==> src/nrfe_pkg.sv <==
// Shared types and constants for the NMEA RMC field extractor.
`default_nettype none
package nrfe_pkg;

  // Byte constants
  localparam logic [7:0] CharTrigger = 8'h43;  // 'C'
  localparam logic [7:0] CharActive  = 8'h41;  // 'A'
  localparam logic [7:0] CharComma   = 8'h2C;  // ','

  localparam int unsigned CountW = 13;
  localparam logic [CountW-1:0] BytesMax     = 13'd8191;
  localparam logic [CountW-1:0] LimitDefault = 13'd4200;

  // Path lengths
  localparam logic [3:0] TimeLen    = 4'd6;
  localparam logic [3:0] DateLen    = 4'd6;
  localparam logic [3:0] DateBase   = 4'd6;
  localparam logic [3:0] M1SkipLen  = 4'd10;
  localparam logic [3:0] LatLen     = 4'd11;
  localparam logic [3:0] LonLen     = 4'd12;
  localparam logic [3:0] M0Commas   = 4'd7;
  localparam logic [3:0] M2Commas   = 4'd5;
  localparam logic [3:0] M3Commas   = 4'd8;

  // Configuration register indexes
  localparam int unsigned CfgIdxW  = 2;
  localparam int unsigned CfgDataW = 13;
  localparam logic [CfgIdxW-1:0] CfgFieldMode = 2'd0;
  localparam logic [CfgIdxW-1:0] CfgByteLimit = 2'd1;

  typedef enum logic [1:0] {
    MODE_STATUS_TIME_DATE = 2'd0,
    MODE_LATITUDE         = 2'd1,
    MODE_LONGITUDE        = 2'd2,
    MODE_TIME_DATE        = 2'd3
  } field_mode_e;

  typedef enum logic [1:0] {
    KIND_CHAR    = 2'd0,
    KIND_REJECT  = 2'd1,
    KIND_TIMEOUT = 2'd2
  } result_kind_e;

  typedef enum logic [14:0] {
    PH_SEARCH    = 15'b000000000000001,
    PH_M0_SKIP1  = 15'b000000000000010,
    PH_M0_TIME   = 15'b000000000000100,
    PH_M0_SKIP2  = 15'b000000000001000,
    PH_M0_STATUS = 15'b000000000010000,
    PH_M0_COMMAS = 15'b000000000100000,
    PH_M0_DATE   = 15'b000000001000000,
    PH_M1_SKIP   = 15'b000000010000000,
    PH_M1_LAT    = 15'b000000100000000,
    PH_M2_COMMAS = 15'b000001000000000,
    PH_M2_LON    = 15'b000010000000000,
    PH_M3_SKIP   = 15'b000100000000000,
    PH_M3_TIME   = 15'b001000000000000,
    PH_M3_COMMAS = 15'b010000000000000,
    PH_M3_DATE   = 15'b100000000000000
  } phase_e;

  typedef struct packed {
    phase_e            phase;
    logic [3:0]        step;
    logic [3:0]        comma;
    logic [CountW-1:0] bytes;
  } parse_state_t;

  typedef struct packed {
    result_kind_e kind;
    logic [3:0]   position;
    logic [7:0]   char_value;
    logic         last;
  } result_t;

endpackage
`default_nettype wire

==> src/nrfe_if.sv <==
// Handshake channel interfaces: byte input, result output, configuration write.
`default_nettype none

interface nrfe_byte_if;
  logic       valid;
  logic       ready;
  logic [7:0] rx_byte;
  modport source (output valid, output rx_byte, input ready);
  modport sink   (input valid, input rx_byte, output ready);
endinterface

interface nrfe_result_if;
  logic       valid;
  logic       ready;
  logic [1:0] kind;
  logic [3:0] position;
  logic [7:0] char_value;
  logic       last;
  modport source (output valid, output kind, output position, output char_value,
                  output last, input ready);
  modport sink   (input valid, input kind, input position, input char_value,
                  input last, output ready);
endinterface

interface nrfe_cfg_if;
  logic        valid;
  logic        ready;
  logic [1:0]  index;
  logic [12:0] data;
  modport source (output valid, output index, output data, input ready);
  modport sink   (input valid, input index, input data, output ready);
endinterface

`default_nettype wire

==> src/nrfe_cfg_regs.sv <==
// Configuration register file: field mode and search byte limit.
`default_nettype none
module nrfe_cfg_regs
  import nrfe_pkg::*;
(
  input  wire logic                clk_i,
  input  wire logic                rst_ni,
  input  wire logic                wr_valid_i,
  input  wire logic [CfgIdxW-1:0]  wr_index_i,
  input  wire logic [CfgDataW-1:0] wr_data_i,
  output field_mode_e              field_mode_o,
  output logic [CountW-1:0]        byte_limit_o
);

  field_mode_e       field_mode_q;
  logic [CountW-1:0] byte_limit_q;

  // Writes to indexes past the register list are dropped
  always_ff @(posedge clk_i or negedge rst_ni) begin
    if (!rst_ni) begin
      field_mode_q <= MODE_STATUS_TIME_DATE;
      byte_limit_q <= LimitDefault;
    end else if (wr_valid_i) begin
      case (wr_index_i)
        CfgFieldMode: field_mode_q <= field_mode_e'(wr_data_i[1:0]);
        CfgByteLimit: byte_limit_q <= wr_data_i[CountW-1:0];
        default: ;
      endcase
    end
  end

  assign field_mode_o = field_mode_q;
  assign byte_limit_o = byte_limit_q;

endmodule
`default_nettype wire

==> src/nrfe_step.sv <==
// Per-byte next-state and result logic of the sentence matcher.
`default_nettype none
module nrfe_step
  import nrfe_pkg::*;
(
  input  wire parse_state_t      state_i,
  input  wire logic [7:0]        byte_i,
  input  wire field_mode_e       field_mode_i,
  input  wire logic [CountW-1:0] byte_limit_i,
  output parse_state_t           state_o,
  output logic                   emit_o,
  output result_t                result_o
);

  logic [CountW-1:0] bytes_inc;
  logic [3:0]        step_inc;
  logic [3:0]        comma_inc;
  logic [3:0]        comma_need;
  phase_e            comma_next;

  assign bytes_inc = (state_i.bytes < BytesMax) ? state_i.bytes + CountW'(1) : state_i.bytes;
  assign step_inc  = state_i.step + 4'd1;
  assign comma_inc = state_i.comma + ((byte_i == CharComma) ? 4'd1 : 4'd0);

  // Comma target and follow-on phase for the comma-counting phases
  always_comb begin
    case (state_i.phase)
      PH_M0_COMMAS: begin comma_need = M0Commas; comma_next = PH_M0_DATE; end
      PH_M3_COMMAS: begin comma_need = M3Commas; comma_next = PH_M3_DATE; end
      default:      begin comma_need = M2Commas; comma_next = PH_M2_LON;  end
    endcase
  end

  always_comb begin
    state_o       = state_i;
    state_o.bytes = bytes_inc;
    emit_o        = 1'b0;
    result_o      = '{kind: KIND_CHAR, position: state_i.step, char_value: byte_i,
                      last: 1'b0};
    case (state_i.phase)
      PH_SEARCH: begin
        if (byte_i == CharTrigger) begin
          state_o.step  = '0;
          state_o.comma = '0;
          case (field_mode_i)
            MODE_STATUS_TIME_DATE: state_o.phase = PH_M0_SKIP1;
            MODE_LATITUDE:         state_o.phase = PH_M1_SKIP;
            MODE_LONGITUDE:        state_o.phase = PH_M2_COMMAS;
            default:               state_o.phase = PH_M3_SKIP;
          endcase
        end else if (bytes_inc >= byte_limit_i) begin
          // timeout: re-arm and report
          state_o  = '{phase: PH_SEARCH, step: '0, comma: '0, bytes: '0};
          emit_o   = 1'b1;
          result_o = '{kind: KIND_TIMEOUT, position: '0, char_value: '0, last: 1'b1};
        end
      end
      PH_M0_SKIP1: begin state_o.phase = PH_M0_TIME; state_o.step = '0; end
      PH_M3_SKIP:  begin state_o.phase = PH_M3_TIME; state_o.step = '0; end
      PH_M0_TIME, PH_M3_TIME: begin
        emit_o       = 1'b1;
        state_o.step = step_inc;
        if (step_inc >= TimeLen) begin
          state_o.phase = (state_i.phase == PH_M0_TIME) ? PH_M0_SKIP2 : PH_M3_COMMAS;
          state_o.step  = '0;
          state_o.comma = '0;
        end
      end
      PH_M0_SKIP2: state_o.phase = PH_M0_STATUS;
      PH_M0_STATUS: begin
        if (byte_i == CharActive) begin
          state_o.phase = PH_M0_COMMAS;
          state_o.comma = '0;
        end else begin
          // rejection keeps the byte count
          state_o.phase = PH_SEARCH;
          state_o.step  = '0;
          state_o.comma = '0;
          emit_o        = 1'b1;
          result_o      = '{kind: KIND_REJECT, position: '0, char_value: byte_i,
                            last: 1'b1};
        end
      end
      PH_M0_COMMAS, PH_M2_COMMAS, PH_M3_COMMAS: begin
        state_o.comma = comma_inc;
        if (comma_inc >= comma_need) begin
          state_o.phase = comma_next;
          state_o.step  = '0;
          state_o.comma = '0;
        end
      end
      PH_M0_DATE, PH_M3_DATE: begin
        emit_o            = 1'b1;
        result_o.position = DateBase + state_i.step;
        state_o.step      = step_inc;
        if (step_inc >= DateLen) begin
          state_o       = '{phase: PH_SEARCH, step: '0, comma: '0, bytes: '0};
          result_o.last = 1'b1;
        end
      end
      PH_M1_SKIP: begin
        state_o.step = step_inc;
        if (step_inc >= M1SkipLen) begin
          state_o.phase = PH_M1_LAT;
          state_o.step  = '0;
        end
      end
      PH_M1_LAT, PH_M2_LON: begin
        emit_o       = 1'b1;
        state_o.step = step_inc;
        if (step_inc >= ((state_i.phase == PH_M1_LAT) ? LatLen : LonLen)) begin
          state_o       = '{phase: PH_SEARCH, step: '0, comma: '0, bytes: '0};
          result_o.last = 1'b1;
        end
      end
      default: begin
        // illegal phase code: back to searching, no result
        state_o.phase = PH_SEARCH;
        state_o.step  = '0;
        state_o.comma = '0;
      end
    endcase
  end

endmodule
`default_nettype wire

==> src/nmea_rmc_field_extractor.sv <==
// Top level of the NMEA RMC field extractor: input stage, matcher state, result register.
//
// Usage:
//   byte_i carries one received NMEA byte per request; res_o returns extracted
//   characters, status rejections and search timeouts, at most one result per byte.
//   cfg_i writes field_mode (index 0) and byte_limit (index 1); other indexes are
//   ignored. cfg_i is always ready; write only while no byte is in flight.
// Timing:
//   A byte is captured in an input register; the matcher state and result are
//   updated when the byte leaves that register, and the result sits in an output register.
//   One byte per cycle is sustained while results are taken; the per-byte state
//   update feeds back from the state register into itself.
// Reset:
//   rst_ni clears both pipeline stages and puts the matcher in search with the
//   byte count at zero; field_mode resets to 0 and byte_limit to 4200.
// Stall:
//   While a result waits on res_o.ready the input stage holds its byte; byte_i.ready
//   drops only when both stages are occupied and the result is not taken.
`default_nettype none
module nmea_rmc_field_extractor
  import nrfe_pkg::*;
(
  input  wire logic       clk_i,
  input  wire logic       rst_ni,
  nrfe_byte_if.sink       byte_i,
  nrfe_result_if.source   res_o,
  nrfe_cfg_if.sink        cfg_i
);

  field_mode_e       field_mode;
  logic [CountW-1:0] byte_limit;

  logic         s1_valid_q;
  logic [7:0]   s1_byte_q;
  parse_state_t state_q;
  parse_state_t state_d;
  logic         emit;
  result_t      result_d;
  logic         out_valid_q;
  result_t      out_q;
  logic         advance;

  assign cfg_i.ready = 1'b1;

  nrfe_cfg_regs u_cfg (
    .clk_i        (clk_i),
    .rst_ni       (rst_ni),
    .wr_valid_i   (cfg_i.valid),
    .wr_index_i   (cfg_i.index),
    .wr_data_i    (cfg_i.data),
    .field_mode_o (field_mode),
    .byte_limit_o (byte_limit)
  );

  nrfe_step u_step (
    .state_i      (state_q),
    .byte_i       (s1_byte_q),
    .field_mode_i (field_mode),
    .byte_limit_i (byte_limit),
    .state_o      (state_d),
    .emit_o       (emit),
    .result_o     (result_d)
  );

  // Stage 1 moves on when the result slot is free or being emptied
  assign advance      = s1_valid_q && (!out_valid_q || res_o.ready);
  assign byte_i.ready = !s1_valid_q || advance;

  // Input stage
  always_ff @(posedge clk_i or negedge rst_ni) begin
    if (!rst_ni) begin
      s1_valid_q <= 1'b0;
    end else if (byte_i.ready) begin
      s1_valid_q <= byte_i.valid;
    end
  end

  always_ff @(posedge clk_i) begin
    if (byte_i.valid && byte_i.ready) begin
      s1_byte_q <= byte_i.rx_byte;
    end
  end

  // Matcher state
  always_ff @(posedge clk_i or negedge rst_ni) begin
    if (!rst_ni) begin
      state_q <= '{phase: PH_SEARCH, step: '0, comma: '0, bytes: '0};
    end else if (advance) begin
      state_q <= state_d;
    end
  end

  // Result register
  always_ff @(posedge clk_i or negedge rst_ni) begin
    if (!rst_ni) begin
      out_valid_q <= 1'b0;
    end else if (advance) begin
      out_valid_q <= emit;
    end else if (res_o.ready) begin
      out_valid_q <= 1'b0;
    end
  end

  always_ff @(posedge clk_i) begin
    if (advance && emit) begin
      out_q <= result_d;
    end
  end

  assign res_o.valid      = out_valid_q;
  assign res_o.kind       = out_q.kind;
  assign res_o.position   = out_q.position;
  assign res_o.char_value = out_q.char_value;
  assign res_o.last       = out_q.last;

  // A byte held in stage 1 under stall must not change
  a_s1_hold: assert property (@(posedge clk_i) disable iff (!rst_ni)
    s1_valid_q && !advance |=> s1_valid_q && $stable(s1_byte_q))
    else $error("stage 1 byte lost under stall");

  // Every closing result leaves the matcher searching
  a_last_search: assert property (@(posedge clk_i) disable iff (!rst_ni)
    advance && emit && result_d.last |=> state_q.phase == PH_SEARCH)
    else $error("matcher not re-armed after closing result");

  // A timeout clears the byte count
  a_timeout_clear: assert property (@(posedge clk_i) disable iff (!rst_ni)
    advance && emit && result_d.kind == KIND_TIMEOUT |=> state_q.bytes == '0)
    else $error("byte count not cleared on timeout");

endmodule
`default_nettype wire
==> src/flat_wrapper.sv <==
// flat-port wrapper written by rule: the top's interface ports become plain ports
module nmea_rmc_field_extractor_flat import nrfe_pkg::*;
  (clk_i, rst_ni, byte_i_valid, byte_i_rx_byte, byte_i_ready, res_o_valid, res_o_kind, res_o_position, res_o_char_value, res_o_last, res_o_ready, cfg_i_valid, cfg_i_index, cfg_i_data, cfg_i_ready);
  nrfe_byte_if byte_i_i ();
  nrfe_result_if res_o_i ();
  nrfe_cfg_if cfg_i_i ();
  input  wire logic clk_i;
  input  wire logic rst_ni;
  input wire logic [$bits(byte_i_i.valid)-1:0] byte_i_valid;
  input wire logic [$bits(byte_i_i.rx_byte)-1:0] byte_i_rx_byte;
  output wire logic [$bits(byte_i_i.ready)-1:0] byte_i_ready;
  output wire logic [$bits(res_o_i.valid)-1:0] res_o_valid;
  output wire logic [$bits(res_o_i.kind)-1:0] res_o_kind;
  output wire logic [$bits(res_o_i.position)-1:0] res_o_position;
  output wire logic [$bits(res_o_i.char_value)-1:0] res_o_char_value;
  output wire logic [$bits(res_o_i.last)-1:0] res_o_last;
  input wire logic [$bits(res_o_i.ready)-1:0] res_o_ready;
  input wire logic [$bits(cfg_i_i.valid)-1:0] cfg_i_valid;
  input wire logic [$bits(cfg_i_i.index)-1:0] cfg_i_index;
  input wire logic [$bits(cfg_i_i.data)-1:0] cfg_i_data;
  output wire logic [$bits(cfg_i_i.ready)-1:0] cfg_i_ready;
  assign byte_i_i.valid = byte_i_valid;
  assign byte_i_i.rx_byte = byte_i_rx_byte;
  assign byte_i_ready = byte_i_i.ready;
  assign res_o_valid = res_o_i.valid;
  assign res_o_kind = res_o_i.kind;
  assign res_o_position = res_o_i.position;
  assign res_o_char_value = res_o_i.char_value;
  assign res_o_last = res_o_i.last;
  assign res_o_i.ready = res_o_ready;
  assign cfg_i_i.valid = cfg_i_valid;
  assign cfg_i_i.index = cfg_i_index;
  assign cfg_i_i.data = cfg_i_data;
  assign cfg_i_ready = cfg_i_i.ready;
  nmea_rmc_field_extractor u_core (.clk_i(clk_i), .rst_ni(rst_ni), .byte_i(byte_i_i), .res_o(res_o_i), .cfg_i(cfg_i_i));
endmodule
==> config.mk <==
export PLATFORM = sky130hd
export DESIGN_NAME = nmea_rmc_field_extractor_flat
export DESIGN_NICKNAME = d
export VERILOG_FILES = /design/src/nrfe_pkg.sv /design/src/nrfe_if.sv /design/src/nrfe_cfg_regs.sv /design/src/nrfe_step.sv /design/src/nmea_rmc_field_extractor.sv /design/src/flat_wrapper.sv
export SDC_FILE = /design/constraint.sdc
export NUM_CORES = 1
export LEC_CHECK = 0
export BUFFER_PORTS_ARGS = -buffer_cell sky130_fd_sc_hd__buf_2
export CORE_UTILIZATION = 40
export CTS_CLUSTER_DIAMETER = 50
export CTS_CLUSTER_SIZE = 28
export DETAILED_ROUTE_END_ITERATION = 12
export HOLD_SLACK_MARGIN = 0.03
export PLACE_DENSITY = 0.67
export SLEW_MARGIN = 40
export SYNTH_ARGS = -nofsm -noshare
export SYNTH_HDL_FRONTEND = slang
export SYNTH_SLANG_ARGS = --single-unit
==> constraint.sdc <==
create_clock -name clk_i -period 5.3 [get_ports clk_i]
set_input_delay 0.265 -clock clk_i [delete_from_list [all_inputs] [get_ports clk_i]]
set_output_delay 0.265 -clock clk_i [all_outputs]
set_load 0.05 [all_outputs]
* Word level (Yosys, flattened, before mapping) *
Index checks and enable logic that the tools add are counted.

storage, ports and cells
  register bits = 76
  logic and storage cells = 110

cells by class
  add/sub/neg operators = 4
  magnitude comparators = 6
  eq/ne operators = 28
  mux-type cells = 36
  bitwise operators = 2
  reductions and logical operators = 21

operators by type and width
  kind                  count
  $pmux 15 s10          1
  $mux 36               3
  $mux 23               3
  $pmux 13 s3           1
  $pmux 12 s3           1
  $pmux 4 s8            1
  $mux 15               2
  $pmux 15 s2           1
  $mux 14               2
  $mux 13               2
  $pmux 4 s6            1
  $mux 19               1
  $eq 8x7->1 const B    2
  $pmux 8 s2            1
  $eq 15x1->1 const B   1
  $eq 15x10->1 const B  1
  $eq 15x11->1 const B  1
  $eq 15x12->1 const B  1
  $eq 15x13->1 const B  1
  $eq 15x14->1 const B  1
  $eq 15x15->1 const B  1
  $eq 15x2->1 const B   1
  $eq 15x3->1 const B   1
  $eq 15x4->1 const B   1
  other kinds (42)      65

* Longest topological paths before layout *
Gate-level depths: netlist (run 1).

  depth after elaboration = 7
  gate-level depth with buffers = 17
  mapped depth without buffers = 15

* By module *
From an unflattened synthesis (run 1), not the netlist that was laid out.

second synthesis, totals
  cells, all modules = 445
  area, all modules = 4978.5 um^2

by module, submodules not included
  module                    times used  cells an instance  area an instance (um^2)  sequential area each (um^2)
  nmea_rmc_field_extractor  1           111                2293.4                   1642.8
  nrfe_step                 1           301                2059.5                   0.0
  nrfe_cfg_regs             1           33                 625.6                    380.4

* Least setup slack after synthesis (run 1) *
No wires, ideal clock.

  kind = reg-to-reg
  from = register u_core.state_q[3] (netlist bit)
  to = register u_core.out_q (netlist bit u_core.res_o.char_value[0]), enable pin
  library setup time = 0.380 ns
  data arrival time = 3.472 ns
  data required time = 4.920 ns
  path slack = 1.448 ns
  stages on the path, launching flop included = 15
  path buffers = 1
  period minus slack after synthesis = 3.852 ns
  cells stage by stage = dfrtp_1 -> clkbuf_1 -> nand4_1 -> nor4_1 -> nand2_1 -> nand2b_1 -> nor2_1 -> xor2_1 -> ha_1 -> nand2_1 -> a2111oi_0 -> o21ai_1 -> a211oi_4 -> nor2_2 -> a31oi_2

between the ends
  cells in the longest elaborated chain, start to end = 7
  elaborated cells on any way between the ends = 8
  classes of those cells = add/sub: 1; order compare: 2; mux: 4; reduce/logical: 1

ends and longest elaborated chain
  item                                                  RTL line                         RTL
  from (decl)                                           nmea_rmc_field_extractor.sv:35   parse_state_t state_q;
  from (signal assigned)                                nmea_rmc_field_extractor.sv:87   state_q <= '{phase: PH_SEARCH, step: '0, comma: '0, bytes: '0};
  from (signal assigned)                                nmea_rmc_field_extractor.sv:89   state_q <= state_d;
  $add 13x1->13 / $lt 13x13->1 (equally long branches)  nrfe_step.sv:21                  assign bytes_inc = (state_i.bytes < BytesMax) ? state_i.bytes + CountW'(1) : state_i.bytes;
  $mux 13 (*)                                           nrfe_step.sv:21
  $ge 13x13->1 (*)                                      nrfe_step.sv:51                  end else if (bytes_inc >= byte_limit_i) begin
  $mux 1 (*)                                            nrfe_step.sv:51
  $mux 1 (*)                                            nrfe_step.sv:42                  if (byte_i == CharTrigger) begin
  $pmux 1 s3 (*)                                        nrfe_step.sv:40                  case (state_i.phase)
  $logic_and 1x1->1 (*)                                 nmea_rmc_field_extractor.sv:105  if (advance && emit) begin
  to (signal assigned)                                  nmea_rmc_field_extractor.sv:106  out_q <= result_d;
  to (decl)                                             nmea_rmc_field_extractor.sv:40   result_t out_q;

Mark *: on every way between the ends. The rest lies on a longest branch, timed or not.
A chain may end at the register's enable or synchronous reset.

* Worst setup path after layout (run 1) *
  from = register u_core.state_q[3] (netlist bit)
  to = register u_core.state_q[33] (netlist bit)

between the ends
  cells in the longest elaborated chain, start to end = 5
  elaborated cells on any way between the ends = 6
  classes of those cells = add/sub: 1; order compare: 2; eq/ne: 1; mux: 1; reduce/logical: 1

ends and longest elaborated chain
  item                                                  RTL line
  $add 13x1->13 / $lt 13x13->1 (equally long branches)  nrfe_step.sv:21
  $mux 13 (*)                                           nrfe_step.sv:21
  $ge 13x13->1 (*)                                      nrfe_step.sv:51
  $ne 3x3->1 (no line) (*)                              n/a
  $reduce_and 7->1 (no line) (*)                        n/a

Marks and branches as above.

==> impl_metrics.yaml, run 1 <==
routing:
  ant_nets: 0
  drt_wl_total_microns: 9920
  wl_per_cell_microns: 15.2
  first_iter_violations: 180
  drc: 0
  dr.pass1.iters: 6
  via_per_inst: 5.54
  vias: 3613
cts:
  post_cts_resized: 0
  cts.sinks: 76
  cts_buffers: 9
  clk_latency_ns: 0.34
  holdBufCountCts: 0
  cts_tree: "done"
  cts_buffer_depth: 2
  cts_root_buf: "clkbuf_16"
  clkTransAtPathRegs_ns: 0.06
  cts_setup_buffers: 0
  cts.htree.levels: 3
synthesis:
  synthSimpleGateAreaFrac_pct: 23.4
  ys_seq_area_share_pct: 44.1
  ys.flop_type: "dfrtp_1"
  synth.cell_area_sq_um: 4590
  synthAdderAreaFrac_pct: 7.36
  synth_mux_area_share_pct: 5.37
  synth_top_family_by_area: "simple AND/OR/NAND/NOR gates"
  synth_area_per_cell_sq_um: 9.87
  synth.distinct_cells: 69
  synth_edf_count: 23
  ys_ff_latch: 76
  ys_warn_count: 0
  synth-compound-area-share_pct: 12.9
  synth_cells: 465
  synth_nets: 520
  async_flop_share_pct: 69.7
  synth-xor-area-share_pct: 2.67
worst_hold_path:
  worstHoldPathType: "input port to async pin"
placed_design:
  place_congestion: 0.851
  dp_hpwl_microns: 7540
  pre_cts_slack_ns: 0.854
  portBuffers: 44
critical_path:
  path_cells: "nand4_1 -> nor4_1 -> nand2_1 -> nand2b_1 -> nor2_1 -> xor2_1 -> ha_1 -> nand2_1 -> a2111oi_0 -> o21ai_1 -> a41oi_1 -> nand3_2 -> mux2_1"
  cp.required_ns: 5.52
  reg2reg_depth: 13
  path_class: "flip-flop to flip-flop"
  startpoint_type: "flip-flop"
  r2r-start: "u_core.state_q[3]$_DFFE_PN0P_"
  r2r-end: "u_core.state_q[33]$_DFFE_PN0P_"
  path_max_fanout: 27
  cpPeakStageDelay_ns: 0.54
  r2r_setup_slack_ns: 1.04
  cp_common_cell: "nand2_1"
  cp.arrival_ns: 4.48
  end_kind: "flip-flop"
  crit_path_top_delay_cell: "nor4_1"
timing:
  finalSetupViolations: 0
  post-route-period-util_pct: 80.3
  fin_worst_skew_ns: 0.00441
  final.setup.worst_slack_ns: 1.04
  rsz0062_at_grt: "false"
  max_freq_ghz: 0.235
  tns_ns: 0
  finalWorstPathRequiredPeriod_ns: 4.26
  finalHoldViolations: 0
  final_max_slew_viol_count: 0
  tightest_slew_ns: 0.703
  max-slew-margin-rel_pct: 53.1
floorplanning:
  die_h_microns: 109
  fp.dieW_microns: 109
  initial_core_util_pct: 41.6
  ios: 46
  core_sq_um: 11000
  row_count: 38
  die-area_sq_um: 11900
global_routing:
  grt.overflow.total: 0
  grt_usage_pct: 18.3
  grt_pass1_wl_microns: 16600
  antenna_found_initial: 0
  grt_pass1_vias: 3488
  grt_max_degree: 54
power:
  switching_share_pct: 33.1
  ir_drop_uv: 219
  p_leak_nw: 2.30
  power.internal_mw: 1.24
  p_comb_share_pct: 26.7
  power_frac_seq_pct: 40.6
  powerDensity_nw_per_um2: 354
  p_clk_share_pct: 32.8
  p_sw_mw: 0.612
status:
  status: "finished, final reports clean"
run:
  maxCapViolations: 0
final_layout:
  num_antenna_cells: 0
  fill_cells: 1039
  area_growth_pct: 14.0
  utilization_pct: 47.4
  layout-drive-gt1-share_pct: 20.1
  fin_nets: 562
==> kinds of logic (layout without fill, tap and decap cells) <==
family / count (synthesis) / after routing
AOI/OAI and AO/OA: 82 / 82
xor gates and xnor gates: 14 / 14
adders and majority gates: 27 / 27
buffers and inverters: 44 / 91
DFF: 76 / 76
muxes: 22 / 22
other: 1 / 1
and+or+nand+nor: 199 / 199
==> worst max-delay path by stage <==
stage	to	slack, ns	from
after floorplan	u_core.res_o.char_value[0]$_DFFE_PP_	1.45	u_core.state_q[3]$_DFFE_PN0P_
after global placement	u_core.res_o.char_value[3]$_DFFE_PP_	1.15	u_core.state_q[3]$_DFFE_PN0P_
after detailed placement	u_core.res_o.position[0]$_DFFE_PP_	0.85	u_core.state_q[3]$_DFFE_PN0P_
after CTS	u_core.res_o.char_value[1]$_DFFE_PP_	0.84	u_core.state_q[3]$_DFFE_PN0P_
after global routing	u_core.state_q[25]$_DFFE_PN0P_	0.51	u_core.state_q[3]$_DFFE_PN0P_
final	u_core.state_q[33]$_DFFE_PN0P_	1.04	u_core.state_q[3]$_DFFE_PN0P_
==> worst max-delay path: cells and delay by family, from the launching register on <==
kind	cells	cell delay, ns
flops	1	0.48
fa+ha+maj	1	0.28
mux	1	0.47
simple gates	7	1.77
compound gates	3	1.00
xor+xnor	1	0.15
==> cell usage in the layout, fill, tap and decap left out, types with 3 or more instances in the layout <==
master     Yosys  routed
nand3b_1       7       7
o21ai_1       16      16
nor2_1        30      30
buf_4          1       3
dfrtp_1       48      48
xnor2_1       10      10
mux2_1         6       6
xor2_1         4       4
and2_1         4       4
nand4_1       11      11
nand2b_1      12      12
nand2_1       56      56
or3_1          9       9
or4_1          3       3
a21o_1         7       7
o21ai_0        8       7
o31ai_1        5       5
a21oi_1       21      21
mux2_2        15      15
nor3b_1        3       3
nor3_1        14      14
o31ai_2        4       4
edfxtp_1      23      23
dfstp_2        5       5
nor2b_1       10      10
buf_2          6      44
clkbuf_16      0       9
inv_1         28      28
nand3_1       16      16
ha_1          27      27
==> flip-flops by register name, summed over array words and instances (netlist names) <==
signal / cells
u_core.s1_valid_q: 1
u_core.res_o.position: 4
u_core.u_cfg.byte_limit_o: 13
u_core.s1_byte_q: 8
u_core.res_o.valid: 1
u_core.u_cfg.field_mode_o: 2
u_core.res_o.kind: 2
u_core.res_o.last: 1
u_core.state_q: 36
u_core.res_o.char_value: 8
==> stage by stage <==
step	hold WS (ns)	std cells	instance area, sq um	power (mW)
2_1_floorplan	-0.0306	465	4590	1.13
3_5_place_dp	0.443	636	4930	1.25
4_1_cts	0.0884	652	5230	1.87
5_1_grt	0.0860	652	5230	1.96
3_3_place_gp	0.442	636	4930	1.24
6_report	0.0608	652	5230	1.85
==> power by group through the flow <==
stage                     Combinational, mW  Sequential, mW  Clock (mW)
after floorplan                       0.389           0.743           0
after global placement                0.483           0.756           0
after detailed placement              0.493           0.760           0
after CTS                             0.497           0.749       0.620
after global routing                  0.557           0.763       0.645
final                                 0.493           0.751       0.606
==> layout make-up <==
| type | count | area, sq um | share of cell area [%] |
|---|---|---|---|
| well taps | 140 | 175 | 3.35 |
| inverters | 28 | 105 | 2.01 |
| multi-input cells | 345 | 2390 | 45.8 |
| flip-flops and latches | 76 | 2020 | 38.7 |
| repair buffers | 47 | 243 | 4.64 |
| clock inverters | 7 | 67.6 | 1.29 |
| clock buffers | 9 | 225 | 4.30 |
==> layer usage <==
metal / vias to the layer above / GRT usage (%) / share of wire (%)
li1: 1767 / - / -
met1: 1738 / 21.9 / 43
met2: 88 / 31.0 / 51
met3: 20 / 4.90 / 4.7
met4: 0 / 7.24 / 2.1
met5: - / 0 / 0
==> synthesized netlist by cell type (5+ instances only) <==
cell	number	share of area [%]
inv_1	28	2.3
dfrtp_1	48	26
mux2_2	15	3.7
nand2_1	56	4.6
nand4_1	11	1.5
nand3b_1	7	1.1
o21ai_1	16	1.7
a21oi_1	21	2.3
mux2_1	6	1.5
nand2b_1	12	1.6
o31ai_1	5	0.82
a21o_1	7	1.1
nor2b_1	10	1.4
o21ai_0	8	0.87
clkbuf_1	6	0.49
ha_1	27	7.4
nand3_1	16	1.7
buf_2	6	0.65
edfxtp_1	23	15
nor3_1	14	1.5
dfstp_2	5	2.9
xnor2_1	10	1.9
or3_1	9	1.2
nor2_1	30	2.5
(Power assumes the default switching activity.)
==> run 2: changes to the inputs <==
Settings changed: ABC_AREA set to 1, PLACE_DENSITY 0.67 to 0.66.
Clock period 5.3 ns to 4 ns, I/O delays scaled along.
==> run 2 against run 1 <==
Synthesized area is 11% higher. Cell area is 11% higher. Flip-flop and latch count stayed put. Register-to-register slack worse by 0.56 ns. Non-clock buffer count stayed put. Power is 27% higher.
==> impl_metrics.yaml, run 2 <==
timing:
  max_freq_ghz: 0.284
  post-route-period-util_pct: 87.9
  fin_worst_skew_ns: 0.00766
  tightest_slew_ns: 0.696
  tns_ns: 0
  rsz0062_at_grt: "false"
  max-slew-margin-rel_pct: 53.6
  fin_hold_ws_ns: 0.0433
  final.setup.worst_slack_ns: 0.485
  final_max_slew_viol_count: 0
  finalWorstPathRequiredPeriod_ns: 3.52
  finalHoldViolations: 0
  finalSetupViolations: 0
floorplanning:
  die_h_microns: 115
  initial_core_util_pct: 41.7
  row_count: 40
  ios: 46
  fp.dieW_microns: 115
  die-area_sq_um: 13200
  core_sq_um: 12200
cts:
  cts_buffer_depth: 2
  cts_setup_buffers: 0
  clk_latency_ns: 0.33
  cts.sinks: 76
  cts_root_buf: "clkbuf_16"
  cts.htree.levels: 3
  cts_buffers: 9
  clkTransAtPathRegs_ns: 0.06
  cts_tree: "done"
synthesis:
  ys.flop_type: "dfrtp_1"
  synth_edf_count: 23
  yosysMostFrequentCell: "nand2_1"
  synth.cell_area_sq_um: 5090
  ys_warn_count: 0
  synth.area.top_cells: "dfrtp_1, edfxtp_1, nand2_1"
  synth_area_leader_cell: "dfrtp_1"
  synth_nets: 714
  synth.distinct_cells: 46
  ys_seq_area_share_pct: 39.7
  async_flop_share_pct: 69.7
  ys_ff_latch: 76
  synth_cells: 659
  netlist_top_cells_count: "nand2_1, inv_1, nor2_1"
  synth_area_per_cell_sq_um: 7.73
  yosys.area.top_type_share_pct: 23.6
final_layout:
  fin_area_sq_um: 5790
  mostFrequentLayoutCell: "nand2_1"
  regMostFlops: "u_core.state_q"
  utilization_pct: 47.4
  num_antenna_cells: 0
  largest_reg_flops: 36
  final_cell_mix: "nand2_1, inv_1, nor2_1"
  layoutNonFillerInstCount: 881
  fin_nets: 763
  layout-drive-gt1-share_pct: 18.7
  area_growth_pct: 13.6
global_routing:
  antenna_found_initial: 0
  grt_max_degree: 47
  grt_usage_pct: 19.4
  grt_pass1_vias: 4270
  grt.overflow.total: 0
  grt_pass1_wl_microns: 19900
power:
  p_leak_nw: 3.05
  powerDensity_nw_per_um2: 406
  power_mw: 2.35
  ir_drop_uv: 342
worst_hold_path:
  worstHoldPathType: "input port to flip-flop"
routing:
  vias: 4273
  drt_wl_total_microns: 11800
  wl_per_cell_microns: 13.4
  first_iter_violations: 180
  ant_nets: 0
  drc: 0
  via_per_inst: 4.85
  dr.pass1.iters: 4
run:
  maxCapViolations: 0
status:
  status: "finished, final reports clean"
placed_design:
  pre_cts_slack_ns: 0.304
  dp_hpwl_microns: 9260
  portBuffers: 44
  place_area_sq_um: 5460
  place_congestion: 0.898
  dp.cells: 863
critical_path:
  startpoint_type: "flip-flop"
  cp.required_ns: 4.01
  cp.arrival_ns: 3.52
  path_class: "flip-flop to flip-flop"
  end_kind: "flip-flop"
  path_max_fanout: 15
run 2: changes by cell type after synthesis, moves of 16 or more:
cell,previous run,this run
o21ai_1,16,0
inv_1,28,92
nand2_2,0,20
nand3_1,16,45
nand2_1,56,184
nor2_1,30,82
run 2: timing repair:
item | CTS | global route
resized for setup | 0 | 1
endpoints found under the hold margin | 7 | 0
hold buffers | 1 | 0
setup endpoints to repair | 0 | 15
run 2: cell families after synthesis:
group,count (synthesis),share of synthesized area [%]
simple gates,393,37.6
buf+inv,107,8.99
flops,76,39.7
compound gates,44,4.91
fa+ha+maj,27,6.63
xor+xnor,11,2.04
other cells,1,0.0736
run 2: routing by layer:
layer | share of wire, % | vias to the layer above | global-route usage (%)
li1 | - | 2201 | -
met1 | 44 | 1976 | 22.8
met2 | 50 | 78 | 35.1
met3 | 3.2 | 18 | 3.37
met4 | 2.6 | 0 | 7.88
met5 | 0 | - | 0
run 2: worst paths after layout:
path                                                          start                                       end  slack [ns]  cells past startpoint
max                                   u_core.state_q[2]$_DFFE_PN0P_        u_core.res_o.position[3]$_DFFE_PP_        0.48                     16
min                                               byte_i_rx_byte[6]             u_core.s1_byte_q[6]$_DFFE_PP_        0.04                      1
max reg2reg                           u_core.state_q[2]$_DFFE_PN0P_        u_core.res_o.position[3]$_DFFE_PP_        0.48                     16
min reg2reg                u_core.u_cfg.byte_limit_o[6]$_DFFE_PN1P_  u_core.u_cfg.byte_limit_o[6]$_DFFE_PN1P_        0.49                      2
max in group asynchronous                                    rst_ni            u_core.state_q[12]$_DFFE_PN0P_        2.89                      3
min in group asynchronous                                    rst_ni            u_core.state_q[25]$_DFFE_PN0P_        0.25                      2
run 2: worst max-delay path, stage by stage, from the launching register on:
cell     delay, ns
dfrtp_1       0.44
nand3_1       0.18
nor3_2        0.30
nand2_1       0.15
o31ai_1       0.22
inv_1         0.10
ha_1          0.28
nand2_1       0.06
nor2_1        0.18
nand2_1       0.11
nor2_1        0.09
nand2_1       0.13
nand3_1       0.14
nand3_1       0.22
nand2_1       0.15
o21ai_0       0.12
inv_2         0.31
run 2: power breakdown:
part | internal [mW] | switching (mW)
sequential | 0.873 | 0.0555
clock | 0.544 | 0.317
combinational | 0.173 | 0.389
total | 1.59 | 0.761
run 2: layout make-up:
class	count	area, sq um
Fill cell	1223	6420
Multi-Input combinational cell	476	2610
Sequential cell	76	2020
Inverter	98	380
Timing Repair Buffer	47	245
Clock buffer	9	225
Tap cell	168	210
Clock inverter	7	90.1
==> run 3: changes to the inputs <==
--- a/config.mk
+++ b/config.mk
@@ -8,10 +8,10 @@
 export ABC_AREA = 1
 export BUFFER_PORTS_ARGS = -buffer_cell sky130_fd_sc_hd__buf_2
-export CORE_UTILIZATION = 40
+export CORE_UTILIZATION = 25
 export CTS_CLUSTER_DIAMETER = 50
 export CTS_CLUSTER_SIZE = 28
 export DETAILED_ROUTE_END_ITERATION = 12
 export HOLD_SLACK_MARGIN = 0.03
-export PLACE_DENSITY = 0.66
+export PLACE_DENSITY = 0.49
 export SLEW_MARGIN = 40
 export SYNTH_ARGS = -nofsm -noshare
==> constraint.sdc (replaced) <==
create_clock -name clk_i -period 4 [get_ports clk_i]
set_input_delay 0.2 -clock clk_i [delete_from_list [all_inputs] [get_ports clk_i]]
set_output_delay 0.2 -clock clk_i [all_outputs]
set_load 0.1 [all_outputs]
==> run 3 against run 2 <==
Sequential share of layout area is 1.1 points lower. Register-to-register slack better by 0.04 ns. Final cell count is 12% higher. Critical path type unchanged. Largest cell class unchanged.
==> impl_metrics.yaml, run 3 (same netlist as run 2, synthesis figures left out) <==
final_layout:
  fin_area_sq_um: 5970
  layout-drive-gt1-share_pct: 18.3
  area_growth_pct: 17.2
  largest_reg_flops: 36
  multiInputGateArea_sq_um: 2610
  fin_nets: 770
  seq_area_sq_um: 2020
  fill_cells: 2113
  regMostFlops: "u_core.state_q"
  mostFrequentLayoutCell: "nand2_1"
  final_cell_mix: "nand2_1, inv_1, nor2_1"
  utilization_pct: 30.3
  num_antenna_cells: 0
timing:
  fin_worst_skew_ns: 0.00952
  finalSetupViolations: 0
  max-slew-margin-rel_pct: 57.0
  rsz0062_at_grt: "false"
  max_freq_ghz: 0.288
  final_max_slew_viol_count: 0
  finalWorstPathRequiredPeriod_ns: 3.47
  fin_hold_ws_ns: 0.0449
  finalHoldViolations: 0
  tns_ns: 0
  post-route-period-util_pct: 86.8
  tightest_slew_ns: 0.643
routing:
  via_per_inst: 4.23
  dr.pass1.iters: 4
  ant_nets: 0
  wl_per_cell_microns: 12.6
  vias: 4171
  drc: 0
  drt_wl_total_microns: 12500
  first_iter_violations: 201
placed_design:
  dp_hpwl_microns: 9490
  place_area_sq_um: 5600
  portBuffers: 44
  place_congestion: 0.826
cts:
  cts.htree.levels: 3
  cts.sinks: 76
  cts_tree: "done"
  cts_buffers: 9
  clkTransAtPathRegs_ns: 0.06
  cts_buffer_depth: 2
  cts_root_buf: "clkbuf_16"
  clk_latency_ns: 0.35
floorplanning:
  core_sq_um: 19700
  initial_core_util_pct: 25.8
  die_h_microns: 145
  die-area_sq_um: 21000
  ios: 46
  fp.dieW_microns: 145
  row_count: 51
critical_path:
  cp.depth: 16
  path_class: "flip-flop to flip-flop"
  startpoint_type: "flip-flop"
  path_max_fanout: 15
  cp.arrival_ns: 3.49
  cpPeakStageDelay_ns: 0.43
  r2r_setup_slack_ns: 0.53
  path_cells: "nand3_1 -> nor3_2 -> nand2_1 -> o31ai_1 -> inv_1 -> ha_1 -> nand2_1 -> nor2_1 -> nand2_1 -> nor2_1 -> nand2_1 -> nand3_1 -> nand3_1 -> nand2_1 -> o21ai_0 -> inv_2"
  reg2reg_depth: 16
  end_kind: "flip-flop"
  path_delay_family: "simple AND/OR/NAND/NOR gates"
  crit_path_top_delay_cell: "dfrtp_1"
  cp_common_cell: "nand2_1"
  cp.required_ns: 4.02
  critPathBufInv: 2
global_routing:
  grt_max_degree: 54
  antenna_found_initial: 0
  grt.overflow.total: 0
  grt_pass1_wl_microns: 20600
  grt_pass1_vias: 4108
  grt_usage_pct: 13.0
run:
  maxCapViolations: 0
power:
  ir_drop_uv: 231
  p_leak_nw: 3.08
  powerDensity_nw_per_um2: 401
worst_hold_path:
  worstHoldPathType: "input port to flip-flop"
  worstHoldPathCells: 1
status:
  status: "finished, final reports clean"
## run 3: changes by cell type in the layout (fill, tap and decap cells not counted), sizes merged
cell | previous run | this run
clkbuf | 9 | 11
inv | 98 | 97
buf | 46 | 48
dlygate4sd3 | 1 | 6
clkinvlp | 1 | 0
## run 3: worst reg2reg max path: stages, from the launching register on
cell     delay, ns
dfrtp_1       0.43
nand3_1       0.18
nor3_2        0.31
nand2_1       0.13
o31ai_1       0.21
inv_1         0.10
ha_1          0.28
nand2_1       0.06
nor2_1        0.16
nand2_1       0.11
nor2_1        0.10
nand2_1       0.13
nand3_1       0.16
nand3_1       0.23
nand2_1       0.16
o21ai_0       0.12
inv_2         0.28
## run 3: area by class of cell
type                       count  area share, %
multi-input combinational    476           43.8
sequential                    76           33.9
inverter                      98           6.37
tap                          265           5.55
timing repair buffer          54           5.26
clock buffer                  11           3.90
clock inverter                 5           1.28
## run 3: through the flow
stage                     instances  power [mW]  setup WS (ns)
final                           985        2.40          0.527
after global placement          962        1.53          0.418
after detailed placement        963        1.53          0.297
after floorplan                 659        1.39          0.905
after CTS                       985        2.43          0.315
after global routing            985        2.53          0.141
## run 3: repair_timing
action                                  in CTS  in global routing
endpoints found under the setup margin       0                 15
gates resized for setup                      0                  1
hold buffers                                 6                  0
setup buffers                                0                  0
endpoints found under the hold margin       16                  0
## run 3: routing by layer
metal | vias to the layer above | GRT usage [%] | wire [microns]
met5 | - | 0 | 0
met1 | 1892 | 16.8 | 5990
met4 | 0 | 5.71 | 287
li1 | 2214 | - | -
met2 | 52 | 21.0 | 5790
met3 | 13 | 2.86 | 380
## run 3: path summary, 6_finish.rpt
| path | startpoint | endpoint |
|---|---|---|
| max | u_core.state_q[0]$_DFFE_PN0P_ | u_core.res_o.kind[1]$_DFFE_PP_ |
| min | byte_i_rx_byte[3] | u_core.s1_byte_q[3]$_DFFE_PP_ |
| max reg2reg | u_core.state_q[0]$_DFFE_PN0P_ | u_core.res_o.kind[1]$_DFFE_PP_ |
| min reg2reg | u_core.u_cfg.byte_limit_o[5]$_DFFE_PN1P_ | u_core.u_cfg.byte_limit_o[5]$_DFFE_PN1P_ |
| max in group asynchronous | rst_ni | u_core.s1_valid_q$_DFFE_PN0N_ |
| min in group asynchronous | rst_ni | u_core.state_q[9]$_DFFE_PN0P_ |
## run 3: report_power, final
part | internal, mW | leakage [nW] | switching, mW
clock network | 0.544 | 0.149 | 0.330
registers | 0.873 | 0.907 | 0.0536
logic | 0.185 | 2.02 | 0.410
